File: src/rtl/pcms_pkg.sv
`default_nettype none
package pcms_pkg;

  localparam int WIN         = 8;
  localparam int MAX_RESULTS = 3;
  localparam int GAP_W       = 6;

  localparam logic [7:0] CH_CR  = 8'h0d;
  localparam logic [7:0] CH_LF  = 8'h0a;
  localparam logic [7:0] CH_SP  = 8'h20;
  localparam logic [7:0] CH_TAB = 8'h09;
  localparam logic [7:0] CH_VT  = 8'h0b;
  localparam logic [7:0] CH_FF  = 8'h0c;

  // Patterns are stored with their first character in the low byte, matching the window.
  localparam logic [23:0] PAT_OBJ    = 24'h6a626f;
  localparam logic [47:0] PAT_ENDOBJ = 48'h6a626f646e65;
  localparam logic [39:0] PAT_EOF    = 40'h464f452525;
  localparam logic [55:0] PAT_SPAN   = 56'h206c6165733c25;

  localparam logic KIND_MARKER = 1'b0;
  localparam logic KIND_SPAN   = 1'b1;

  typedef struct packed {
    logic [7:0] data_byte;
    logic       is_final;
  } item_t;

  typedef struct packed {
    logic        record_kind;
    logic [31:0] start_offset;
    logic [31:0] end_offset;
    logic        last_of_run;
  } result_t;

  // One classified byte handed from the front end to the window engine.
  typedef struct packed {
    logic [7:0]       data_byte;
    logic             is_final;
    logic             in_doc;
    logic [31:0]      scan;
    logic [31:0]      doc_end;
    logic [GAP_W-1:0] gap;
  } work_t;

  function automatic logic is_ws(input logic [7:0] c);
    is_ws = (c == CH_SP) || (c == CH_TAB) || (c == CH_LF) || (c == CH_VT) ||
            (c == CH_FF) || (c == CH_CR);
  endfunction

endpackage
`default_nettype wire

File: src/rtl/pdf_comment_marker_scanner.sv
`default_nettype none
// Channel  Dir  Handshake                  Payload
// item     in   item_valid / item_ready    pcms_pkg::item_t, one document byte
// result   out  result_valid / result_ready pcms_pkg::result_t, marker or span record
// cfg      in   cfg_valid / cfg_ready      total_length, 32 bits
//
// One byte request is taken per cycle while the work queue has room; the window engine
// retires one window step per cycle while work is queued and the result buffer has room.
// The byte that reaches the document end, or a final byte, holds the engine while the
// window drains.
// rst is synchronous: it clears the queues, the window, depth and total_length.
// A full result buffer stalls the engine; a full work queue drops item_ready.
module pdf_comment_marker_scanner #(
  parameter int DEPTH_BITS  = 16,
  parameter int OFFSET_BITS = 32
) (
  input  logic              clk,
  input  logic              rst,
  input  logic              cfg_valid,
  output logic              cfg_ready,
  input  logic [31:0]       cfg_data,
  input  logic              item_valid,
  output logic              item_ready,
  input  pcms_pkg::item_t   item,
  output logic              result_valid,
  input  logic              result_ready,
  output pcms_pkg::result_t result
);

  localparam int WORK_W = $bits(pcms_pkg::work_t);
  localparam int RES_W  = $bits(pcms_pkg::result_t);

  pcms_pkg::work_t   work_in;
  pcms_pkg::work_t   work_head;
  logic              work_push;
  logic              work_full;
  logic              work_pop;
  logic              work_empty;
  pcms_pkg::result_t res;
  logic              res_push;
  logic              res_full;
  logic              res_empty;

  pcms_front u_front (
    .clk        (clk),
    .rst        (rst),
    .cfg_valid  (cfg_valid),
    .cfg_ready  (cfg_ready),
    .cfg_data   (cfg_data),
    .item_valid (item_valid),
    .item_ready (item_ready),
    .item       (item),
    .work_push  (work_push),
    .work       (work_in),
    .work_full  (work_full)
  );

  pcms_fifo #(
    .WIDTH (WORK_W),
    .DEPTH (4)
  ) u_work_q (
    .clk       (clk),
    .rst       (rst),
    .push      (work_push),
    .push_data (work_in),
    .full      (work_full),
    .pop       (work_pop),
    .pop_data  (work_head),
    .empty     (work_empty)
  );

  pcms_back #(
    .DEPTH_BITS  (DEPTH_BITS),
    .OFFSET_BITS (OFFSET_BITS)
  ) u_back (
    .clk        (clk),
    .rst        (rst),
    .work_valid (!work_empty),
    .work       (work_head),
    .work_pop   (work_pop),
    .res_push   (res_push),
    .res        (res),
    .res_full   (res_full)
  );

  pcms_fifo #(
    .WIDTH (RES_W),
    .DEPTH (2)
  ) u_res_q (
    .clk       (clk),
    .rst       (rst),
    .push      (res_push),
    .push_data (res),
    .full      (res_full),
    .pop       (result_valid && result_ready),
    .pop_data  (result),
    .empty     (res_empty)
  );

  assign result_valid = !res_empty;

endmodule
`default_nettype wire

File: src/rtl/pcms_fifo.sv
`default_nettype none
module pcms_fifo #(
  parameter int WIDTH = 8,
  parameter int DEPTH = 4
) (
  input  logic             clk,
  input  logic             rst,
  input  logic             push,
  input  logic [WIDTH-1:0] push_data,
  output logic             full,
  input  logic             pop,
  output logic [WIDTH-1:0] pop_data,
  output logic             empty
);

  localparam int AW = $clog2(DEPTH);

  logic [WIDTH-1:0] mem [DEPTH];
  logic [AW-1:0]    wr_ptr;
  logic [AW-1:0]    rd_ptr;
  logic [AW:0]      count;
  logic             do_push;
  logic             do_pop;

  assign full     = (count == (AW+1)'(DEPTH));
  assign empty    = (count == '0);
  assign do_push  = push && !full;
  assign do_pop   = pop && !empty;
  assign pop_data = mem[rd_ptr];

  always_ff @(posedge clk) begin
    if (rst) begin
      wr_ptr <= '0;
      rd_ptr <= '0;
      count  <= '0;
    end else begin
      if (do_push) begin
        wr_ptr <= wr_ptr + AW'(1);
      end
      if (do_pop) begin
        rd_ptr <= rd_ptr + AW'(1);
      end
      if (do_push && !do_pop) begin
        count <= count + (AW+1)'(1);
      end else if (do_pop && !do_push) begin
        count <= count - (AW+1)'(1);
      end
    end
  end

  always_ff @(posedge clk) begin
    if (do_push) begin
      mem[wr_ptr] <= push_data;
    end
  end

endmodule
`default_nettype wire

File: src/rtl/pcms_front.sv
`default_nettype none
module pcms_front (
  input  logic              clk,
  input  logic              rst,
  input  logic              cfg_valid,
  output logic              cfg_ready,
  input  logic [31:0]       cfg_data,
  input  logic              item_valid,
  output logic              item_ready,
  input  pcms_pkg::item_t   item,
  output logic              work_push,
  output pcms_pkg::work_t   work,
  input  logic              work_full
);

  logic [31:0] total_length;
  logic [31:0] pos;
  logic [32:0] left;         // total_length - pos, negative if the length shrank mid-document

  logic        in_doc;
  logic [32:0] left_step;
  logic [31:0] pos_step;
  logic        ahead;
  logic        early;
  logic [32:0] gap_full;
  logic        gap_hi;
  logic        gap_lo;
  logic [pcms_pkg::GAP_W-1:0] gap_sat;

  assign cfg_ready  = 1'b1;
  assign item_ready = !work_full;
  assign work_push  = item_valid && item_ready;

  always_comb begin
    in_doc    = !left[32] && (left != '0);
    left_step = left - 33'(in_doc);
    pos_step  = pos + 32'(in_doc);
    ahead     = !left_step[32] && (left_step != '0);
    // A final byte that arrives short of the length ends the document right here.
    early     = item.is_final && ahead;
    gap_full  = early ? '0 : left_step;
    gap_hi    = !gap_full[32] && (gap_full[31:5] != '0);
    gap_lo    = gap_full[32] && !(&gap_full[31:4]);
    if (gap_hi) begin
      gap_sat = 6'sd31;
    end else if (gap_lo) begin
      gap_sat = -6'sd16;
    end else begin
      gap_sat = gap_full[pcms_pkg::GAP_W-1:0];
    end

    work.data_byte = item.data_byte;
    work.is_final  = item.is_final;
    work.in_doc    = in_doc;
    work.scan      = pos_step;
    work.doc_end   = early ? pos_step : total_length;
    work.gap       = gap_sat;
  end

  always_ff @(posedge clk) begin
    if (rst) begin
      total_length <= '0;
      pos          <= '0;
      left         <= '0;
    end else begin
      if (work_push) begin
        if (item.is_final) begin
          pos  <= '0;
          left <= {1'b0, total_length};
        end else begin
          pos  <= pos_step;
          left <= left_step;
        end
      end
      if (cfg_valid) begin
        total_length <= cfg_data;
        left         <= {1'b0, cfg_data} - {1'b0, pos};
      end
    end
  end

endmodule
`default_nettype wire

File: src/rtl/pcms_back.sv
`default_nettype none
module pcms_back #(
  parameter int DEPTH_BITS  = 16,
  parameter int OFFSET_BITS = 32
) (
  input  logic              clk,
  input  logic              rst,
  input  logic              work_valid,
  input  pcms_pkg::work_t   work,
  output logic              work_pop,
  output logic              res_push,
  output pcms_pkg::result_t res,
  input  logic              res_full
);

  localparam int OW = (OFFSET_BITS < 32) ? OFFSET_BITS : 32;
  localparam int WB = 8 * pcms_pkg::WIN;

  // Window state
  logic [WB-1:0]         win;
  logic [3:0]            fill;
  logic [2:0]            skip;
  logic                  in_comment;
  logic [OW-1:0]         comment_start;
  logic [DEPTH_BITS-1:0] nest;
  logic                  mid;
  logic [1:0]            run_count;

  // Result waiting to learn whether it closes its request's run
  logic                  pend_valid;
  logic                  pend_last;
  logic                  pend_kind;
  logic [OW-1:0]         pend_start;
  logic [OW-1:0]         pend_end;

  logic [OW-1:0]         scan;
  logic                  at_end;
  logic [WB-1:0]         w1;
  logic [3:0]            fill1;
  logic [2:0]            skip1;
  logic                  comm1;
  logic                  app_emit;
  logic signed [6:0]     rem;
  logic                  walk;
  logic [pcms_pkg::WIN-1:0] ws;
  logic                  nest_zero;
  logic                  m_obj;
  logic                  m_endobj;
  logic                  m_eof;
  logic                  m_span;
  logic                  span_eol;
  logic [OW-1:0]         pos;
  logic [2:0]            drop;
  logic                  take;
  logic [WB-1:0]         w2;
  logic [3:0]            fill2;
  logic [2:0]            skip2;
  logic                  comm2;
  logic [DEPTH_BITS-1:0] nest2;
  logic [OW-1:0]         cstart2;
  logic                  walk_emit;
  logic                  walk_kind;
  logic [OW-1:0]         walk_end;
  logic                  tail_emit;
  logic                  e_valid;
  logic                  e_kind;
  logic [OW-1:0]         e_start;
  logic [OW-1:0]         e_end;
  logic                  more;
  logic                  done;
  logic                  go;
  logic                  e_fire;

  always_comb begin
    scan   = work.scan[OW-1:0];
    at_end = work.gap[pcms_pkg::GAP_W-1] || (work.gap == '0);

    // The byte joins the window on the first cycle of its request.
    w1       = win;
    fill1    = fill;
    skip1    = skip;
    comm1    = in_comment;
    app_emit = 1'b0;
    if (!mid && work.in_doc) begin
      if (skip != '0) begin
        skip1 = skip - 3'd1;
      end else if (in_comment) begin
        if ((work.data_byte == pcms_pkg::CH_CR) || (work.data_byte == pcms_pkg::CH_LF)) begin
          app_emit  = 1'b1;
          comm1     = 1'b0;
          w1[7:0]   = work.data_byte;
          fill1     = 4'd1;
        end
      end else if (fill < 4'(pcms_pkg::WIN)) begin
        w1[{fill[2:0], 3'b000} +: 8] = work.data_byte;
        fill1 = fill + 4'd1;
      end
    end

    // One window step: distance to the document end decides which patterns may fire.
    rem  = $signed({work.gap[pcms_pkg::GAP_W-1], work.gap}) + $signed({3'b000, fill1});
    walk = !comm1 && (skip1 == '0) && (fill1 != '0) && ((fill1 >= 4'd7) || at_end);
    for (int i = 0; i < pcms_pkg::WIN; i++) begin
      ws[i] = (4'(i) < fill1) && pcms_pkg::is_ws(w1[8*i +: 8]);
    end
    nest_zero = (nest == '0);
    m_obj     = (rem > 7'sd5) && ws[0] && (w1[31:8] == pcms_pkg::PAT_OBJ) && ws[4];
    m_endobj  = (rem > 7'sd6) && (fill1 >= 4'd6) && (w1[47:0] == pcms_pkg::PAT_ENDOBJ) && ws[6];
    m_eof     = nest_zero && (rem >= 7'sd5) && (fill1 >= 4'd5) &&
                (w1[39:0] == pcms_pkg::PAT_EOF) && ((rem <= 7'sd5) || ws[5]);
    m_span    = nest_zero && (rem > 7'sd23) && (fill1 >= 4'd7) &&
                (w1[55:0] == pcms_pkg::PAT_SPAN);
    // The pattern itself holds no line end, so only the eighth byte can close the span.
    span_eol  = (fill1 == 4'd8) &&
                ((w1[63:56] == pcms_pkg::CH_CR) || (w1[63:56] == pcms_pkg::CH_LF));
    pos       = scan - OW'(fill1);

    w2        = w1;
    fill2     = fill1;
    skip2     = skip1;
    comm2     = comm1;
    nest2     = nest;
    cstart2   = comment_start;
    walk_emit = 1'b0;
    walk_kind = pcms_pkg::KIND_MARKER;
    walk_end  = pos;
    drop      = 3'd1;
    take      = 1'b1;
    if (walk) begin
      if (m_obj) begin
        drop = 3'd5;
        if (nest != '1) begin
          nest2 = nest + DEPTH_BITS'(1);
        end
      end else if (m_endobj) begin
        drop = 3'd7;
        if (!nest_zero) begin
          nest2 = nest - DEPTH_BITS'(1);
        end
      end else if (m_eof) begin
        drop      = 3'd6;
        walk_emit = 1'b1;
        walk_kind = pcms_pkg::KIND_MARKER;
        walk_end  = pos;
      end else if (m_span) begin
        if (span_eol) begin
          drop      = 3'd7;
          walk_emit = 1'b1;
          walk_kind = pcms_pkg::KIND_SPAN;
          walk_end  = scan - OW'(1);
        end else begin
          take    = 1'b0;
          comm2   = 1'b1;
          fill2   = '0;
          cstart2 = pos;
        end
      end
      if (take) begin
        if ({1'b0, drop} >= fill1) begin
          skip2 = 3'(4'(drop) - fill1);
          fill2 = '0;
        end else begin
          w2    = w1 >> {drop, 3'b000};
          fill2 = fill1 - 4'(drop);
        end
      end
    end

    // An open comment that reaches the document end closes there.
    tail_emit = comm1 && at_end;
    if (tail_emit) begin
      comm2 = 1'b0;
    end

    e_valid = app_emit || walk_emit || tail_emit;
    if (app_emit) begin
      e_kind  = pcms_pkg::KIND_SPAN;
      e_start = comment_start;
      e_end   = scan - OW'(1);
    end else if (walk_emit) begin
      e_kind  = walk_kind;
      e_start = pos;
      e_end   = walk_end;
    end else begin
      e_kind  = pcms_pkg::KIND_SPAN;
      e_start = comment_start;
      e_end   = work.doc_end[OW-1:0];
    end

    more = !comm2 && (skip2 == '0) && (fill2 != '0) && ((fill2 >= 4'd7) || at_end);
    done = !more;
  end

  assign go       = work_valid && !res_full;
  assign e_fire   = go && e_valid && (run_count < 2'(pcms_pkg::MAX_RESULTS));
  assign work_pop = go && done;
  assign res_push = pend_valid && !res_full && (pend_last || e_fire);

  always_comb begin
    res.record_kind  = pend_kind;
    res.start_offset = 32'(pend_start);
    res.end_offset   = 32'(pend_end);
    res.last_of_run  = pend_last;
  end

  always_ff @(posedge clk) begin
    if (rst) begin
      fill       <= '0;
      skip       <= '0;
      in_comment <= 1'b0;
      nest       <= '0;
      mid        <= 1'b0;
      run_count  <= '0;
      pend_valid <= 1'b0;
      pend_last  <= 1'b0;
    end else begin
      if (go) begin
        if (done && work.is_final) begin
          fill       <= '0;
          skip       <= '0;
          in_comment <= 1'b0;
          nest       <= '0;
        end else begin
          fill       <= fill2;
          skip       <= skip2;
          in_comment <= comm2;
          nest       <= nest2;
        end
        mid       <= !done;
        run_count <= done ? 2'd0 : run_count + 2'(e_fire);
      end
      if (e_fire) begin
        pend_valid <= 1'b1;
        pend_last  <= done;
      end else if (res_push) begin
        pend_valid <= 1'b0;
      end else if (go && done && pend_valid) begin
        pend_last <= 1'b1;
      end
    end
  end

  always_ff @(posedge clk) begin
    if (go) begin
      win           <= w2;
      comment_start <= cstart2;
    end
    if (e_fire) begin
      pend_kind  <= e_kind;
      pend_start <= e_start;
      pend_end   <= e_end;
    end
  end

`ifndef ASSERT_OFF
  a_fill_range: assert property (@(posedge clk) disable iff (rst)
    fill <= 4'(pcms_pkg::WIN))
    else $error("window fill out of range");
  a_skip_empty: assert property (@(posedge clk) disable iff (rst)
    (skip != '0) |-> (fill == '0))
    else $error("bytes skipped while window holds data");
  a_comment_empty: assert property (@(posedge clk) disable iff (rst)
    in_comment |-> ((fill == '0) && (skip == '0)))
    else $error("comment line open with window or skip active");
  a_open_pend: assert property (@(posedge clk) disable iff (rst)
    (pend_valid && !pend_last) |-> mid)
    else $error("open result held with no request in progress");
  a_final_clear: assert property (@(posedge clk) disable iff (rst)
    (work_pop && work.is_final) |=> ((fill == '0) && !in_comment && (nest == '0)))
    else $error("state not cleared after final byte");
`endif

endmodule
`default_nettype wire

File: config.mk
export PLATFORM = sky130hd
export DESIGN_NAME = pdf_comment_marker_scanner
export DESIGN_NICKNAME = d
export VERILOG_FILES = /design/src/rtl/pcms_pkg.sv /design/src/rtl/pdf_comment_marker_scanner.sv /design/src/rtl/pcms_fifo.sv /design/src/rtl/pcms_front.sv /design/src/rtl/pcms_back.sv
export SDC_FILE = /design/constraint.sdc
export NUM_CORES = 1
export LEC_CHECK = 0
export BUFFER_PORTS_ARGS = -buffer_cell sky130_fd_sc_hd__buf_2
export CAP_MARGIN = 15
export CORE_MARGIN = 2
export CORE_UTILIZATION = 50
export CTS_CLUSTER_SIZE = 24
export DETAILED_ROUTE_END_ITERATION = 8
export PLACE_DENSITY = 0.65
export SLEW_MARGIN = 20
export SYNTH_ARGS = -nofsm -noshare
export SYNTH_HDL_FRONTEND = slang
export SYNTH_SLANG_ARGS = --single-unit
export TNS_END_PERCENT = 30
File: constraint.sdc
create_clock -name clk -period 13.83 [get_ports clk]
set_clock_uncertainty 0.05 [all_clocks]
set_input_delay 2.0745 -clock clk [delete_from_list [all_inputs] [get_ports clk]]
set_output_delay 2.0745 -clock clk [all_outputs]
set_load 0.02 [all_outputs]
==> Yosys cells after proc, flatten, opt, wreduce, memory -nomap -nowiden <==
Memories as Yosys holds them, arrays and structs flattened. A register that Yosys moved wholly into a read port is not among the register bits.
Index checks and enable logic that the tools add are counted.
{ "op_classes": {"add_sub_neg": 22, "magnitude_cmp": 16, "eq_ne": 39, "shifts": 3, "n_mux": 109, "bitwise": 5, "n_reduce_logical": 118} }
{ "op_table": {"columns": ["op", "n"], "rows": [
  ["2-to-1 mux 32 bit", 12],
  ["2-to-1 mux 64 bit", 6],
  ["== test 8 x 4 -> 1 bit, second input constant", 24],
  ["2-to-1 mux 33 bit", 4],
  ["2-to-1 mux 16 bit", 6],
  ["nonzero test 33 bit", 2],
  ["bitwise mux 64 bit", 1],
  ["variable shift 8 x 8 -> 64 bit, first input constant", 1],
  ["variable part select 8 x 8 -> 64 bit", 1],
  [">> shifter 64 x 6 -> 64 bit", 1],
  ["== test 56 x 54 -> 1 bit, second input constant", 1],
  ["2-to-1 mux 4 bit", 14],
  ["2-to-1 mux 56 bit", 1],
  ["logical AND 1 bit", 49],
  ["== test 48 x 47 -> 1 bit, second input constant", 1],
  ["2-to-1 mux 1 bit", 42],
  ["2-to-1 mux 3 bit", 14],
  ["== test 40 x 39 -> 1 bit, second input constant", 1],
  ["subtractor 32 x 32 -> 33 bit", 1],
  ["subtractor 33 x 1 -> 33 bit", 1],
  ["adder 32 x 1 -> 32 bit", 1],
  ["== test 8 x 6 -> 1 bit, second input constant", 4],
  ["subtractor 32 x 1 -> 32 bit, second input constant", 1],
  ["subtractor 32 x 4 -> 32 bit", 1],
  ["49 further kinds", 122]
]} }
{ "word_totals": {"register_bits": 298, "mem_bits_rw": 452, "inputBits": 46, "output_inout_bits": 69, "memories": 2} }
{ "memory_table": {"columns": ["name", "words", "word_bits", "read_ports", "rd_ports_with_merged_regs", "write_ports", "line", "text"], "rows": [
  ["u_work_q.mem", 4, 80, 1, 1, 1, "pcms_fifo.sv:18", "logic [WIDTH-1:0] mem [DEPTH];"],
  ["u_res_q.mem", 2, 66, 1, 1, 1, "pcms_fifo.sv:18", null]
]} }

==> Logic depth before layout (Yosys ltp) <==
{ "logic_depth": {"word_depth": 34, "depth_mapped": 37} }

==> Hierarchy <==
From an unflattened synthesis, not the netlist that was laid out.
{ "unflattened": {"cells_unflattened": 3397, "hier_area_um2": 39666.8} }
{ "by_module_without_submodules": {"columns": ["mod", "instances", "cells_each", "area_per_inst_um2", "seq_area_each_um2"], "rows": [
  ["pcms_back", 1, 1596, 14017.2, 5415.2],
  ["pcms_fifo at u_work_q", 1, 466, 12094.1, 9789.4],
  ["pcms_front", 1, 1102, 8554.5, 1941.9],
  ["pcms_fifo at u_res_q", 1, 230, 4987.3, 4063.9],
  ["pdf_comment_marker_scanner", 1, 3, 13.8, 0.0]
]} }

==> Worst setup path before layout <==
OpenSTA, ideal clock, no wires.
{ "synth_timing": {"path_kind": "reg-to-reg", "start": "register (tool-made name)", "end": "memory u_res_q.mem[0][0] (netlist name) (enable)", "setup_time_ps": 490, "t_arrival_ps": 13917, "slack_ps": -627, "path_stages_with_launch": 23, "path_buffers": 3, "cell_sequence": "dfxtp_1 -> buf_6 -> buf_6 -> mux4_2 -> nor3_4 -> o2111ai_1 -> nand2_1 -> ha_1 -> inv_1 -> fa_1 -> nand2b_1 -> a2111o_1 -> a21boi_0 -> o21ai_0 -> a21bo_2 -> o41a_1 -> or4b_1 -> buf_4 -> inv_4 -> o211ai_1 -> a221oi_1 -> o211ai_1 -> nor2_1"} }
{ "synth_rtl": {"columns": ["element", "line"], "rows": [
  ["end: declaration", "pcms_fifo.sv:18"]
]} }

==> flow_metrics.py <==
metrics = {
    "run_status": {
        "outcome": "finished, final reports clean",
    },
    "routing": {
        "post_drt_wl_per_cell_um": 25.2,
        "dr_wl_met2_um": 47900,
        "finalWirelength_um": 110000,
        "wl_met3_um": 8190,
        "avgViaCountPerCell": 6.21,
        "drtIter0Drc": 2474,
        "firstDrtPassIters": 6,
        "wl_met1_um": 51700,
        "ant_nets": 0,
        "vias": 27000,
        "routed.top_layer": "met4",
        "drc": 0,
    },
    "clocking": {
        "hold_buffers": 0,
        "numCtsBuffers": 81,
        "clk-insertion-delay-late_ps": 650,
        "cts_tree": "done",
        "ctsHtreeMaxLevel": 3,
        "cts_resized": 0,
        "post_cts_buffers": 0,
        "cts_max_path_buffers": 3,
        "cts_root_buffer": "clkbuf_16",
        "clkSinkCount": 753,
        "path_clk_slew_ps": 60,
    },
    "finish": {
        "drive_above_1_share": 0.168,
        "final_common_cell": "edfxtp_1",
        "num_antenna_cells": 0,
        "design_area_sq_um": 42400,
        "nNetsFinal": 3441,
        "area_delta_synth_final_pct": 10.9,
        "fill_cells": 6354,
        "mostFrequentLayoutCells": "613 x edfxtp_1, 316 x nor2_1, 225 x nand2_1",
    },
    "critical_path": {
        "path_class": "flop to flop",
        "crit_slowest_cell": "dfxtp_4",
        "cp-start-kind": "flop",
        "worstPathArrival_ps": 10910,
        "reg2reg_slack_ps": 3360,
        "cpMostUsedCell": "o21ai_0",
        "path_max_fanout": 35,
        "required_ps": 14270,
        "max_stage_delay_ps": 840,
        "cp-end-kind": "flop",
        "rr_endpoint": "u_back.nest[14]",
        "ff2ff_path_depth": 34,
    },
    "die": {
        "dieArea_sq_um": 78600,
        "pin_count": 115,
        "core_area_sq_um": 75800,
        "num_rows": 101,
        "die_w_um": 280,
        "die_y_um": 280,
        "start_util": 0.504,
    },
    "yosys": {
        "postSynthCellCount": 3237,
        "synthesis.nets": 3366,
        "synth_flop_cell": "edfxtp_1",
        "synth_area_per_cell_sq_um": 11.8,
        "synth_area_leaders": "edfxtp_1 48%, dfxtp_1 7.3%, mux4_2 4.7%",
        "yosysWarnings": 0,
        "synth_edf_count": 613,
        "synth_cell_types": 108,
        "ys_seq_area_frac": 0.555,
        "synth_top_cell_by_area": "edfxtp_1",
        "ys_seq_elements": 753,
        "syn_area_sq_um": 38200,
        "ys_async_sr_fraction": 0,
        "synth_top_area_frac": 0.482,
    },
    "place": {
        "gp_congestion": 0.961,
        "port_buffers": 113,
        "dp_hpwl_um": 78400,
        "dpl_worst_slack_ps": 3460,
        "placed_cell_area_sq_um": 39700,
    },
    "worst_hold_path": {
        "min_path_type": "flop to flop",
        "worstHoldEndpoint": "u_res_q.mem[0][17]",
        "min_path_cells": 0,
        "min_from": "u_back.pend_end[16]",
    },
    "timing": {
        "hold_viol": 0,
        "setup_viol": 0,
        "rsz0062_at_grt": "false",
        "tightest_slew_ps": 1030,
        "setup_ws_ps": 3360,
        "relSlewSlack": 0.312,
        "final.period_utilization": 0.757,
        "fin_tns_setup_ps": 0,
        "fmax_mhz": 95.5,
        "fin_crit_ps": 10470,
        "slew_viol_final": 0,
    },
    "flow_run": {
        "drv_cap": 0,
    },
    "power_and_ir_drop": {
        "peakVddDrop_mv": 0.122,
        "leakagePower_nw": 14.6,
        "pwr_density_cell_nw_per_um2": 190,
    },
    "global_route": {
        "grt_overflow": 0,
        "grt_pass1_vias": 25700,
        "grt_max_degree": 71,
        "grtUsageTotal": 0.277,
        "grt_pass1_wl_um": 164000,
        "grt_antenna_before_repair": 1,
    },
}
## cell type report
class / instances / area [sq um] / share of cell area
Clock buffer: 98 / 2130 / 0.0503
Clock inverter: 48 / 497 / 0.0117
Inverter: 124 / 468 / 0.0110
Multi-Input combinational cell: 2194 / 15900 / 0.376
Sequential cell: 753 / 21200 / 0.501
Tap cell: 978 / 1220 / 0.0289
Timing Repair Buffer: 158 / 908 / 0.0214
## synthesized netlist by cell type, types with 77 or more instances
cell type	instances
a21oi_1	158
clkbuf_1	137
dfxtp_1	140
edfxtp_1	613
inv_1	118
mux2_2	122
mux2i_1	90
mux4_2	80
nand2_1	226
nor2_1	319
nor3_1	77
o21ai_0	179
xnor2_1	110
## per-stage QoR
step,total power [mW],hold slack (ps),instances,utilization
final,8.04,388,4353,0.559
after global routing,8.42,406,4353,0.559
after CTS,8.04,393,4353,0.559
after detailed placement,5.89,383,4207,0.524
after global placement,5.85,373,4207,0.524
after floorplan,4.92,371,3237,-
## worst max-delay path: cells and delay by family, from the launching register on
family          cells  cell delay, ps
mux                 2             970
flops               1             840
buf+inv             3             880
xor+xnor            1              80
fa+ha+maj           3            1040
compound gates     15            3000
simple gates       10            3420
## worst max path at each step
stage / from / to / slack (ps)
final: flop / u_back.nest[14] / 3360
after detailed placement: flop / u_back.nest[14] / 3460
after global routing: flop / u_back.nest[14] / 2500
after floorplan: flop / u_res_q.mem[0][0] / 2030
after global placement: flop / u_back.nest[15] / 3870
after CTS: flop / u_back.nest[14] / 3400
## kinds of logic (layout without fill, tap and decap cells)
kind of cell | count (synthesis) | in the layout | share of synthesized area
AOI/OAI and AO/OA | 652 | 652 | 0.111
xor gates and xnor gates | 163 | 163 | 0.0374
adders and majority gates | 84 | 84 | 0.0288
buffers and inverters | 290 | 428 | 0.0300
DFF | 753 | 753 | 0.555
muxes | 294 | 294 | 0.107
other | 1 | 1 | 0.0000982
and+or+nand+nor | 1000 | 1000 | 0.130
## layer usage
layer,vias to the layer above,track usage
met5,-,0
met4,0,0.0628
met3,126,0.0465
met2,1049,0.409
met1,13500,0.427
li1,12400,-
## registers in the layout, summed over array words and instances (netlist names), 2 cells and up, named ones only
name and cells:
u_back.pend_start 32, u_work_q.mem 320, u_work_q.rd_ptr 2, u_back.pend_end 32, u_back.run_count 2, u_work_q.count 3, u_back.fill 4, u_work_q.wr_ptr 2
u_back.skip 3, u_res_q.count 2, u_res_q.mem 132, u_back.comment_start 32, u_front.left 33, u_back.win 64, u_back.nest 16, u_front.pos 32
u_front.total_length 32
## power by group
part,internal [mW],total [mW],leakage [nW],switching (mW)
clock network,1.23,2.15,1.27,0.922
registers,2.82,3.01,6.69,0.184
logic,0.971,2.89,6.63,1.92
Power figures use the tool's default switching activity.
